--- src/hw/rtl/bms_pkg.sv ---
// Package for box mean / standard deviation: shared widths, limits, register codes.
// No dependencies.
package bms_pkg;

  localparam int SampleW = 8;
  localparam int CfgW    = 7;
  localparam int CfgIdxW = 2;

  localparam int MAX_BOX_LINES   = 64;
  localparam int MAX_BOX_SAMPLES = 64;

  typedef enum logic [CfgIdxW-1:0] {
    REG_BOX_LINES   = 2'd0,
    REG_BOX_SAMPLES = 2'd1,
    REG_VAR_ENABLE  = 2'd2
  } reg_idx_e;

endpackage

--- src/hw/rtl/bms_if.sv ---
// Channel interfaces for box mean / standard deviation.
// Depends on bms_pkg.
interface bms_sample_if import bms_pkg::*; ();
  logic               valid;
  logic               ready;
  logic [SampleW-1:0] sample;

  modport source (output valid, output sample, input ready);
  modport sink   (input valid, input sample, output ready);
endinterface

interface bms_result_if import bms_pkg::*; ();
  logic               valid;
  logic               ready;
  logic [SampleW-1:0] mean_value;
  logic [SampleW-1:0] std_dev;

  modport source (output valid, output mean_value, output std_dev, input ready);
  modport sink   (input valid, input mean_value, input std_dev, output ready);
endinterface

--- src/hw/rtl/bms_front.sv ---
// Front end: accepts samples, accumulates sum, sum of squares and count per box.
// Depends on bms_pkg and bms_if.
module bms_front import bms_pkg::*; #(
  parameter int MaxBoxLines   = MAX_BOX_LINES,
  parameter int MaxBoxSamples = MAX_BOX_SAMPLES,
  localparam int CntW = $clog2(MaxBoxLines * MaxBoxSamples + 1),
  localparam int SumW = SampleW + CntW,
  localparam int SqW  = 2 * SampleW + CntW
) (
  input  logic             clk_i,
  input  logic             rst_ni,
  bms_sample_if.sink       sample_i,
  input  logic [CfgW-1:0]  box_lines_i,
  input  logic [CfgW-1:0]  box_samples_i,
  input  logic             var_en_i,
  input  logic             push_ready_i,
  output logic             push_valid_o,
  output logic [SumW-1:0]  sum_o,
  output logic [SqW-1:0]   sumsq_o,
  output logic [CntW-1:0]  cnt_o,
  output logic             var_en_o
);

  localparam int LinesW   = $clog2(MaxBoxLines + 1);
  localparam int SamplesW = $clog2(MaxBoxSamples + 1);

  logic [SumW-1:0] sum_q, sum_d;
  logic [SqW-1:0]  sumsq_q, sumsq_d;
  logic [CntW-1:0] cnt_q, cnt_d;
  logic [LinesW-1:0]   lines_c;
  logic [SamplesW-1:0] samples_c;
  logic [LinesW+SamplesW-1:0] n_full;
  logic [CntW-1:0]  n_box;
  logic [2*SampleW-1:0] sq;
  logic accept, done;

  // clamp box dimensions; zero acts as one
  always_comb begin
    if (box_lines_i == '0) begin
      lines_c = LinesW'(1);
    end else if (32'(box_lines_i) > MaxBoxLines) begin
      lines_c = LinesW'(MaxBoxLines);
    end else begin
      lines_c = LinesW'(box_lines_i);
    end
    if (box_samples_i == '0) begin
      samples_c = SamplesW'(1);
    end else if (32'(box_samples_i) > MaxBoxSamples) begin
      samples_c = SamplesW'(MaxBoxSamples);
    end else begin
      samples_c = SamplesW'(box_samples_i);
    end
  end

  assign n_full = lines_c * samples_c;
  assign n_box  = CntW'(n_full);

  assign sample_i.ready = push_ready_i;
  assign accept = sample_i.valid & sample_i.ready;

  assign sq      = sample_i.sample * sample_i.sample;
  assign sum_o   = sum_q + SumW'(sample_i.sample);
  assign sumsq_o = sumsq_q + SqW'(sq);
  assign cnt_o   = cnt_q + CntW'(1);
  assign done    = cnt_o >= n_box;
  assign var_en_o     = var_en_i;
  assign push_valid_o = accept & done;

  always_comb begin
    sum_d   = sum_q;
    sumsq_d = sumsq_q;
    cnt_d   = cnt_q;
    if (accept) begin
      if (done) begin
        sum_d   = '0;
        sumsq_d = '0;
        cnt_d   = '0;
      end else begin
        sum_d   = sum_o;
        sumsq_d = sumsq_o;
        cnt_d   = cnt_o;
      end
    end
  end

  always_ff @(posedge clk_i or negedge rst_ni) begin
    if (!rst_ni) begin
      sum_q   <= '0;
      sumsq_q <= '0;
      cnt_q   <= '0;
    end else begin
      sum_q   <= sum_d;
      sumsq_q <= sumsq_d;
      cnt_q   <= cnt_d;
    end
  end

endmodule

--- src/hw/rtl/bms_queue.sv ---
// Two-entry job queue between front and back end.
// No package dependencies.
module bms_queue #(
  parameter int Width = 8
) (
  input  logic             clk_i,
  input  logic             rst_ni,
  input  logic             push_i,
  input  logic [Width-1:0] push_data_i,
  output logic             not_full_o,
  input  logic             pop_i,
  output logic             valid_o,
  output logic [Width-1:0] data_o
);

  logic [Width-1:0] data_q [2];
  logic             wr_ptr_q, wr_ptr_d, rd_ptr_q, rd_ptr_d;
  logic [1:0]       cnt_q, cnt_d;

  assign not_full_o = cnt_q != 2'd2;
  assign valid_o    = cnt_q != 2'd0;
  assign data_o     = data_q[rd_ptr_q];

  always_comb begin
    wr_ptr_d = push_i ? ~wr_ptr_q : wr_ptr_q;
    rd_ptr_d = pop_i  ? ~rd_ptr_q : rd_ptr_q;
    cnt_d    = cnt_q + {1'b0, push_i} - {1'b0, pop_i};
  end

  always_ff @(posedge clk_i or negedge rst_ni) begin
    if (!rst_ni) begin
      wr_ptr_q <= 1'b0;
      rd_ptr_q <= 1'b0;
      cnt_q    <= 2'd0;
    end else begin
      wr_ptr_q <= wr_ptr_d;
      rd_ptr_q <= rd_ptr_d;
      cnt_q    <= cnt_d;
    end
  end

  always_ff @(posedge clk_i) begin
    if (push_i) begin
      data_q[wr_ptr_q] <= push_data_i;
    end
  end

endmodule

--- src/hw/rtl/bms_back.sv ---
// Back end: rounded mean by restoring division, rounded stddev by bitwise search.
// Depends on bms_pkg and bms_if.
module bms_back import bms_pkg::*; #(
  parameter int MaxBoxLines   = MAX_BOX_LINES,
  parameter int MaxBoxSamples = MAX_BOX_SAMPLES,
  localparam int CntW = $clog2(MaxBoxLines * MaxBoxSamples + 1),
  localparam int SumW = SampleW + CntW,
  localparam int SqW  = 2 * SampleW + CntW
) (
  input  logic            clk_i,
  input  logic            rst_ni,
  input  logic            job_valid_i,
  input  logic [SumW-1:0] job_sum_i,
  input  logic [SqW-1:0]  job_sumsq_i,
  input  logic [CntW-1:0] job_cnt_i,
  input  logic            job_var_en_i,
  output logic            job_pop_o,
  bms_result_if.source    result_o
);

  localparam int RemW  = SumW + 1;
  localparam int ProdW = CntW + SqW;
  localparam int D4W   = ProdW + 2;
  localparam int OddW  = SampleW + 1;
  localparam int SqrW  = 2 * OddW;
  localparam int BitW  = $clog2(SampleW);

  typedef enum logic [5:0] {
    ST_IDLE = 6'b000001,
    ST_PREP = 6'b000010,
    ST_DIFF = 6'b000100,
    ST_SQR  = 6'b001000,
    ST_TEST = 6'b010000,
    ST_DONE = 6'b100000
  } state_e;

  state_e state_q, state_d;

  logic [SumW-1:0]    sum_q;
  logic [SqW-1:0]     sumsq_q;
  logic [CntW-1:0]    cnt_q;
  logic               sdz_q;
  logic [RemW-1:0]    rem_q;
  logic [CntW:0]      div_q;
  logic [SampleW-1:0] quo_q, s_q;
  logic [BitW-1:0]    bit_q;
  logic [ProdW-1:0]   prod_q;
  logic [2*SumW-1:0]  sqs_q;
  logic [2*CntW-1:0]  cc_q;
  logic [D4W-1:0]     d4_q;
  logic [SqrW-1:0]    sqr_q;
  logic               out_valid_q;
  logic [SampleW-1:0] out_mean_q, out_sd_q;

  logic [SampleW-1:0] trial;
  logic [OddW-1:0]    odd;
  logic [RemW-1:0]    dshift;
  logic [D4W-1:0]     lhs;
  logic               out_free;

  assign trial  = s_q | (SampleW'(1) << bit_q);
  assign odd    = {trial, 1'b0} - OddW'(1);
  assign dshift = RemW'(div_q) << bit_q;
  assign lhs    = D4W'(sqr_q * cc_q);
  assign out_free  = ~out_valid_q | result_o.ready;
  assign job_pop_o = (state_q == ST_IDLE) & job_valid_i;

  always_comb begin
    state_d = state_q;
    case (state_q)
      ST_IDLE: if (job_valid_i) state_d = ST_PREP;
      ST_PREP: state_d = ST_DIFF;
      ST_DIFF: state_d = ST_SQR;
      ST_SQR:  state_d = ST_TEST;
      ST_TEST: state_d = (bit_q == '0) ? ST_DONE : ST_SQR;
      ST_DONE: if (out_free) state_d = ST_IDLE;
      default: state_d = ST_IDLE;
    endcase
  end

  always_ff @(posedge clk_i or negedge rst_ni) begin
    if (!rst_ni) begin
      state_q     <= ST_IDLE;
      out_valid_q <= 1'b0;
    end else begin
      state_q <= state_d;
      if (state_q == ST_DONE && out_free) begin
        out_valid_q <= 1'b1;
      end else if (result_o.ready) begin
        out_valid_q <= 1'b0;
      end
    end
  end

  always_ff @(posedge clk_i) begin
    case (state_q)
      ST_IDLE: begin
        sum_q   <= job_sum_i;
        sumsq_q <= job_sumsq_i;
        cnt_q   <= job_cnt_i;
        sdz_q   <= ~job_var_en_i | (job_cnt_i < CntW'(2));
        rem_q   <= {job_sum_i, 1'b0} + RemW'(job_cnt_i);
        div_q   <= {job_cnt_i, 1'b0};
        quo_q   <= '0;
        s_q     <= '0;
        bit_q   <= BitW'(SampleW - 1);
      end
      ST_PREP: begin
        prod_q <= cnt_q * sumsq_q;
        sqs_q  <= sum_q * sum_q;
        cc_q   <= cnt_q * (cnt_q - CntW'(1));
      end
      ST_DIFF: begin
        if (ProdW'(sqs_q) < prod_q) begin
          d4_q <= {prod_q - ProdW'(sqs_q), 2'b00};
        end else begin
          d4_q <= '0;
        end
      end
      ST_SQR: begin
        sqr_q <= odd * odd;
        if (rem_q >= dshift) begin
          rem_q        <= rem_q - dshift;
          quo_q[bit_q] <= 1'b1;
        end
      end
      ST_TEST: begin
        if (lhs <= d4_q) begin
          s_q <= trial;
        end
        bit_q <= bit_q - BitW'(1);
      end
      ST_DONE: begin
        if (out_free) begin
          out_mean_q <= quo_q;
          out_sd_q   <= sdz_q ? '0 : s_q;
        end
      end
      default: ;
    endcase
  end

  assign result_o.valid      = out_valid_q;
  assign result_o.mean_value = out_mean_q;
  assign result_o.std_dev    = out_sd_q;

`ifndef ASSERT_OFF
  a_pop_idle: assert property (@(posedge clk_i) disable iff (!rst_ni)
    job_pop_o |-> state_q == ST_IDLE) else $error("pop outside idle");
  a_load_done: assert property (@(posedge clk_i) disable iff (!rst_ni)
    $rose(out_valid_q) |-> $past(state_q == ST_DONE)) else $error("result not from done");
  a_last_bit: assert property (@(posedge clk_i) disable iff (!rst_ni)
    (state_q == ST_TEST && bit_q == '0) |=> state_q == ST_DONE)
    else $error("search did not finish");
`endif

endmodule

--- src/hw/rtl/box_mean_stddev.sv ---
// Top level of box mean / standard deviation: config registers, front, queue, back.
// Depends on bms_pkg, bms_if, bms_front, bms_queue, bms_back.
//
//  channel    dir   handshake       payload
//  sample_i   in    valid/ready     sample[7:0]
//  result_o   out   valid/ready     mean_value[7:0], std_dev[7:0]
//  cfg        in    cfg_we_i        cfg_idx_i[1:0], cfg_wdata_i[6:0]
//
// One sample transaction per cycle is taken while sample_i.ready is high; a box
// ends on its last sample. Back end steps: load, prepare, difference, a
// search/divide pair per result bit, output load; the 2-entry queue absorbs short
// boxes, beyond that sample_i.ready drops. No clearing pass: accumulators clear
// at reset. A result waits in the output register while the next box is computed.
module box_mean_stddev import bms_pkg::*; #(
  parameter int MaxBoxLines   = MAX_BOX_LINES,
  parameter int MaxBoxSamples = MAX_BOX_SAMPLES
) (
  input  logic               clk_i,
  input  logic               rst_ni,
  bms_sample_if.sink         sample_i,
  bms_result_if.source       result_o,
  input  logic               cfg_we_i,
  input  logic [CfgIdxW-1:0] cfg_idx_i,
  input  logic [CfgW-1:0]    cfg_wdata_i
);

  localparam int CntW = $clog2(MaxBoxLines * MaxBoxSamples + 1);
  localparam int SumW = SampleW + CntW;
  localparam int SqW  = 2 * SampleW + CntW;
  localparam int JobW = SumW + SqW + CntW + 1;

  logic [CfgW-1:0] lines_q, samples_q;
  logic            var_q;

  // config registers; unknown index is dropped
  always_ff @(posedge clk_i or negedge rst_ni) begin
    if (!rst_ni) begin
      lines_q   <= CfgW'(1);
      samples_q <= CfgW'(1);
      var_q     <= 1'b0;
    end else if (cfg_we_i) begin
      case (reg_idx_e'(cfg_idx_i))
        REG_BOX_LINES:   lines_q   <= cfg_wdata_i;
        REG_BOX_SAMPLES: samples_q <= cfg_wdata_i;
        REG_VAR_ENABLE:  var_q     <= cfg_wdata_i[0];
        default: ;
      endcase
    end
  end

  logic            push_valid, push_ready, job_valid, job_pop;
  logic [SumW-1:0] f_sum, b_sum;
  logic [SqW-1:0]  f_sumsq, b_sumsq;
  logic [CntW-1:0] f_cnt, b_cnt;
  logic            f_var, b_var;
  logic [JobW-1:0] job_in, job_out;

  bms_front #(
    .MaxBoxLines  (MaxBoxLines),
    .MaxBoxSamples(MaxBoxSamples)
  ) u_front (
    .clk_i        (clk_i),
    .rst_ni       (rst_ni),
    .sample_i     (sample_i),
    .box_lines_i  (lines_q),
    .box_samples_i(samples_q),
    .var_en_i     (var_q),
    .push_ready_i (push_ready),
    .push_valid_o (push_valid),
    .sum_o        (f_sum),
    .sumsq_o      (f_sumsq),
    .cnt_o        (f_cnt),
    .var_en_o     (f_var)
  );

  assign job_in = {f_var, f_cnt, f_sumsq, f_sum};

  bms_queue #(.Width(JobW)) u_queue (
    .clk_i      (clk_i),
    .rst_ni     (rst_ni),
    .push_i     (push_valid),
    .push_data_i(job_in),
    .not_full_o (push_ready),
    .pop_i      (job_pop),
    .valid_o    (job_valid),
    .data_o     (job_out)
  );

  assign {b_var, b_cnt, b_sumsq, b_sum} = job_out;

  bms_back #(
    .MaxBoxLines  (MaxBoxLines),
    .MaxBoxSamples(MaxBoxSamples)
  ) u_back (
    .clk_i       (clk_i),
    .rst_ni      (rst_ni),
    .job_valid_i (job_valid),
    .job_sum_i   (b_sum),
    .job_sumsq_i (b_sumsq),
    .job_cnt_i   (b_cnt),
    .job_var_en_i(b_var),
    .job_pop_o   (job_pop),
    .result_o    (result_o)
  );

endmodule

--- src/flat_wrapper.sv ---
// flat-port wrapper written by rule: the top's interface ports become plain ports
module box_mean_stddev_flat import bms_pkg::*;
#(
  parameter int MaxBoxLines   = MAX_BOX_LINES,
  parameter int MaxBoxSamples = MAX_BOX_SAMPLES
)
  (clk_i, rst_ni, cfg_we_i, cfg_idx_i, cfg_wdata_i, sample_i_valid, sample_i_sample, sample_i_ready, result_o_valid, result_o_mean_value, result_o_std_dev, result_o_ready);
  bms_sample_if sample_i_i ();
  bms_result_if result_o_i ();
  input  logic clk_i;
  input  logic rst_ni;
  input  logic cfg_we_i;
  input  logic [CfgIdxW-1:0] cfg_idx_i;
  input  logic [CfgW-1:0] cfg_wdata_i;
  input wire logic [$bits(sample_i_i.valid)-1:0] sample_i_valid;
  input wire logic [$bits(sample_i_i.sample)-1:0] sample_i_sample;
  output wire logic [$bits(sample_i_i.ready)-1:0] sample_i_ready;
  output wire logic [$bits(result_o_i.valid)-1:0] result_o_valid;
  output wire logic [$bits(result_o_i.mean_value)-1:0] result_o_mean_value;
  output wire logic [$bits(result_o_i.std_dev)-1:0] result_o_std_dev;
  input wire logic [$bits(result_o_i.ready)-1:0] result_o_ready;
  assign sample_i_i.valid = sample_i_valid;
  assign sample_i_i.sample = sample_i_sample;
  assign sample_i_ready = sample_i_i.ready;
  assign result_o_valid = result_o_i.valid;
  assign result_o_mean_value = result_o_i.mean_value;
  assign result_o_std_dev = result_o_i.std_dev;
  assign result_o_i.ready = result_o_ready;
  box_mean_stddev #(.MaxBoxLines(MaxBoxLines), .MaxBoxSamples(MaxBoxSamples)) u_core (.clk_i(clk_i), .rst_ni(rst_ni), .sample_i(sample_i_i), .result_o(result_o_i), .cfg_we_i(cfg_we_i), .cfg_idx_i(cfg_idx_i), .cfg_wdata_i(cfg_wdata_i));
endmodule
--- config.mk ---
export PLATFORM = sky130hd
export DESIGN_NAME = box_mean_stddev_flat
export DESIGN_NICKNAME = d
export VERILOG_FILES = /design/src/hw/rtl/bms_pkg.sv /design/src/hw/rtl/bms_if.sv /design/src/hw/rtl/bms_front.sv /design/src/hw/rtl/bms_queue.sv /design/src/hw/rtl/bms_back.sv /design/src/hw/rtl/box_mean_stddev.sv /design/src/flat_wrapper.sv
export SDC_FILE = /design/constraint.sdc
export NUM_CORES = 2
export LEC_CHECK = 0
export ABC_AREA = 1
export BUFFER_PORTS_ARGS = -buffer_cell sky130_fd_sc_hd__buf_4
export CAP_MARGIN = 20
export CORE_AREA = 8 8 455 457
export CTS_CLUSTER_DIAMETER = 40
export DETAILED_ROUTE_END_ITERATION = 8
export DIE_AREA = 0 0 463 465
export HOLD_SLACK_MARGIN = 0.1
export RECOVER_POWER = 100
export REMOVE_ABC_BUFFERS = 1
export SLEW_MARGIN = 20
export SYNTH_ARGS = -nofsm -noshare
export SYNTH_HDL_FRONTEND = slang
export SYNTH_HIERARCHICAL = 1
export SYNTH_SLANG_ARGS = --single-unit
--- constraint.sdc ---
create_clock -name clk_i -period 12.6 [get_ports clk_i]
set_input_delay 0.63 -clock clk_i [delete_from_list [all_inputs] [get_ports clk_i]]
set_output_delay 0.63 -clock clk_i [all_outputs]
set_load 0.03 [all_outputs]
==> out/results.tsv <==
metric	value	unit
CTS tree	yes	
Most used DFF post-synth	edfxtp_1	
# setup viols final	0	
Routed Antenna Nets	0	
crit path launch type	flop	
Setup TNS Final	0	ns
# Post-CTS Setup Buffers	0	
vias in the first global route	65900	
GPL Wtd Cong	0.915	
RSZ-0062 raised after global routing	no	
Layout Skew	0.0515	ns
Routed WL	217000	um
Post-Syn Area	79400	um2
cells after synthesis	10100	
Yosys cell types	57	
failing checks	max-capacitance violations, max-slew violations	
Setup Crit Path Kind	flop to flop	
Worst setup EP type	flop	
pin count of the biggest net entering global routing	75	
Reg clk slew, reported paths	0.05	ns
final hold violations	0	
CTS Buf Count	88	
Clock Latency Late Sink	0.72	ns
CP endpoint	u_core/u_back/cc_q[19]	
final max-slew violation count	803	
fin nets	11900	
GR Overflow Total	0	
clk root buf	clkbuf_16	
Hold WC Path Type	input pin to flop	
TritonRoute pass-1 iters	6	
DRC	0	
most common cell after layout, fill and taps aside	nand2_1	
clock buffer depth	3	
Worst-Margin Slew	3.90	ns
post-synthesis register bit count	503	
die width	463	um
routed vias/inst	4.88	
Die Area	215000	um2
period utilization	0.748	
worst path arrival time	9.91	ns
status	finished with violations	
num ports	40	
top-area cell type share of the netlist area	0.297	
FF-to-FF setup slack	3.18	ns
number of flops mapped to enable cells by yosys	414	
CP startpoint	u_core/u_back/cnt_q[0]	
CP Max Fanout	46	
Area growth syn-to-layout	7.35	%
max_cap viols	18	
HPWL after DPL	179000	um
Die Ht	465	um
Critical Path Slowest Stage Cell	clkbuf_1	
total track usage	0.202	
RR Startpoint	u_core/u_back/cnt_q[0]	
cells on worst reg2reg path	28	
wire per inst	17.0	um
reg2reg end	u_core/u_back/cc_q[19]	
relative slew slack	-1.60	
initial antenna violation count	4	
post-synthesis sequential area ratio	0.185	
Max Clock Freq	106	MHz
CP peak stage delay	1.95	ns
# port buffers	39	
htree depth	3	
top post-synthesis cells by area	fa_1, edfxtp_1, nand2_1, inv_1, ha_1	
CTS resizes	0	
Initial Util	0.396	
WP data required	13.09	ns
CTS Hold Buffers Added	1	
Vias	62300	
Syn. warnings	6	
row cnt	165	
clk sinks	503	
synthesized area per cell	7.87	um2
core box area	200000	um2
most frequent cells in the layout	nand2_1, inv_1, fa_1	
min Tclk post-route	9.42	ns
Synth area leader	fa_1	
ys async rst share	0.177	
first-pass GRT wire length	354000	um
layout cells sized above 1	0.0260	
DR iter-0 viols	3536	
## kinds of logic (layout without fill, tap and decap cells)
kind of cell,count (synthesis),after routing,synth area share
AOI/OAI and AO/OA,694,694,0.0473
xor gates and xnor gates,205,205,0.0230
adders and majority gates,1888,1888,0.409
buffers and inverters,2932,2918,0.140
DFF,503,503,0.185
muxes,3,3,0.000378
other,2,24,0.0000946
and+or+nand+nor,3860,3860,0.195
## through the flow
stage	worst slack (ns)	std cells	area, um2	util	hold slack [ns]
after floorplan	4.43	9823	78200	-	0.334
after global routing	2.63	12800	85200	0.425	0.165
after detailed placement	3.94	12600	82400	0.411	0.446
final	3.18	12800	85200	0.425	0.182
after global placement	4.09	12600	82400	0.411	0.443
after CTS	3.91	12800	85500	0.427	0.127
## state kept, by name (all words and copies together), names as in the netlist, 21 cells and up
register / cells
u_core/u_queue/data_q: 128
u_core/u_back/d4_q: 42
u_core/u_back/rem_q: 22
u_core/u_back/cc_q: 25
u_core/u_back/sum_q: 21
u_core/u_back/sumsq_q: 29
u_core/u_front/sum_q: 21
u_core/u_back/prod_q: 42
u_core/u_front/sumsq_q: 29
u_core/u_back/sqs_q: 41
## how the worst min path moves through the flow
| stage | cells after the start | end | from | slack [ns] |
|---|---|---|---|---|
| 2_1_floorplan | 0 | u_core/lines_q[1] | rst_ni | 0.33 |
| 3_3_place_gp | 0 | u_core/u_back/result_o.mean_value[7] | u_core/u_back/quo_q[7] | 0.44 |
| 3_5_place_dp | 0 | u_core/u_back/result_o.mean_value[7] | u_core/u_back/quo_q[7] | 0.45 |
| 4_1_cts | 3 | u_core/lines_q[0] | cfg_wdata_i[0] | 0.13 |
| 5_1_grt | 3 | u_core/lines_q[5] | cfg_wdata_i[5] | 0.17 |
| 6_report | 3 | u_core/lines_q[0] | cfg_wdata_i[0] | 0.18 |
## cells in the mapped netlist, drive strengths merged (18+ instances only)
cell type	instances
nand2	2760
inv	2636
fa	1177
ha	711
nor2	598
edfxtp	414
a21oi	326
nand3	280
o21ai	263
clkbuf	221
xor2	132
nand4	89
dfrtp	86
xnor2	73
buf	64
nor3	55
o21bai	34
nor4	21
or2	21
nand3b	20
a21o	18
## layer usage
metal | GRT usage | up-vias | share of wire
met5 | 0 | - | 0.000060
li1 | - | 29800 | -
met2 | 0.352 | 1499 | 0.48
met4 | 0.0557 | 2 | 0.030
met1 | 0.267 | 30600 | 0.44
met3 | 0.0247 | 353 | 0.048
## area by class of cell
type | instances | area (um2)
Sequential cell | 503 | 14700
Multi-Input combinational cell | 6673 | 53500
Fill cell | 20200 | 115000
Clock buffer | 99 | 2270
Timing Repair Buffer | 106 | 652
Clock inverter | 66 | 803
Tap cell | 2672 | 3340
Inverter | 2647 | 9940
Antenna cell | 1 | 2.50
## worst max-delay path, delay by kind of cell, from the launching register on
kind	cells	cell delay, ns
compound gates	1	0.44
fa+ha+maj	9	3.94
simple gates	9	1.07
flops	1	0.33
buf+inv	8	3.11
xor+xnor	1	0.28
Power is left out: the tool's default activity adds up to more than one toggle a clock period on the data nets, which glitch-free logic cannot reach.
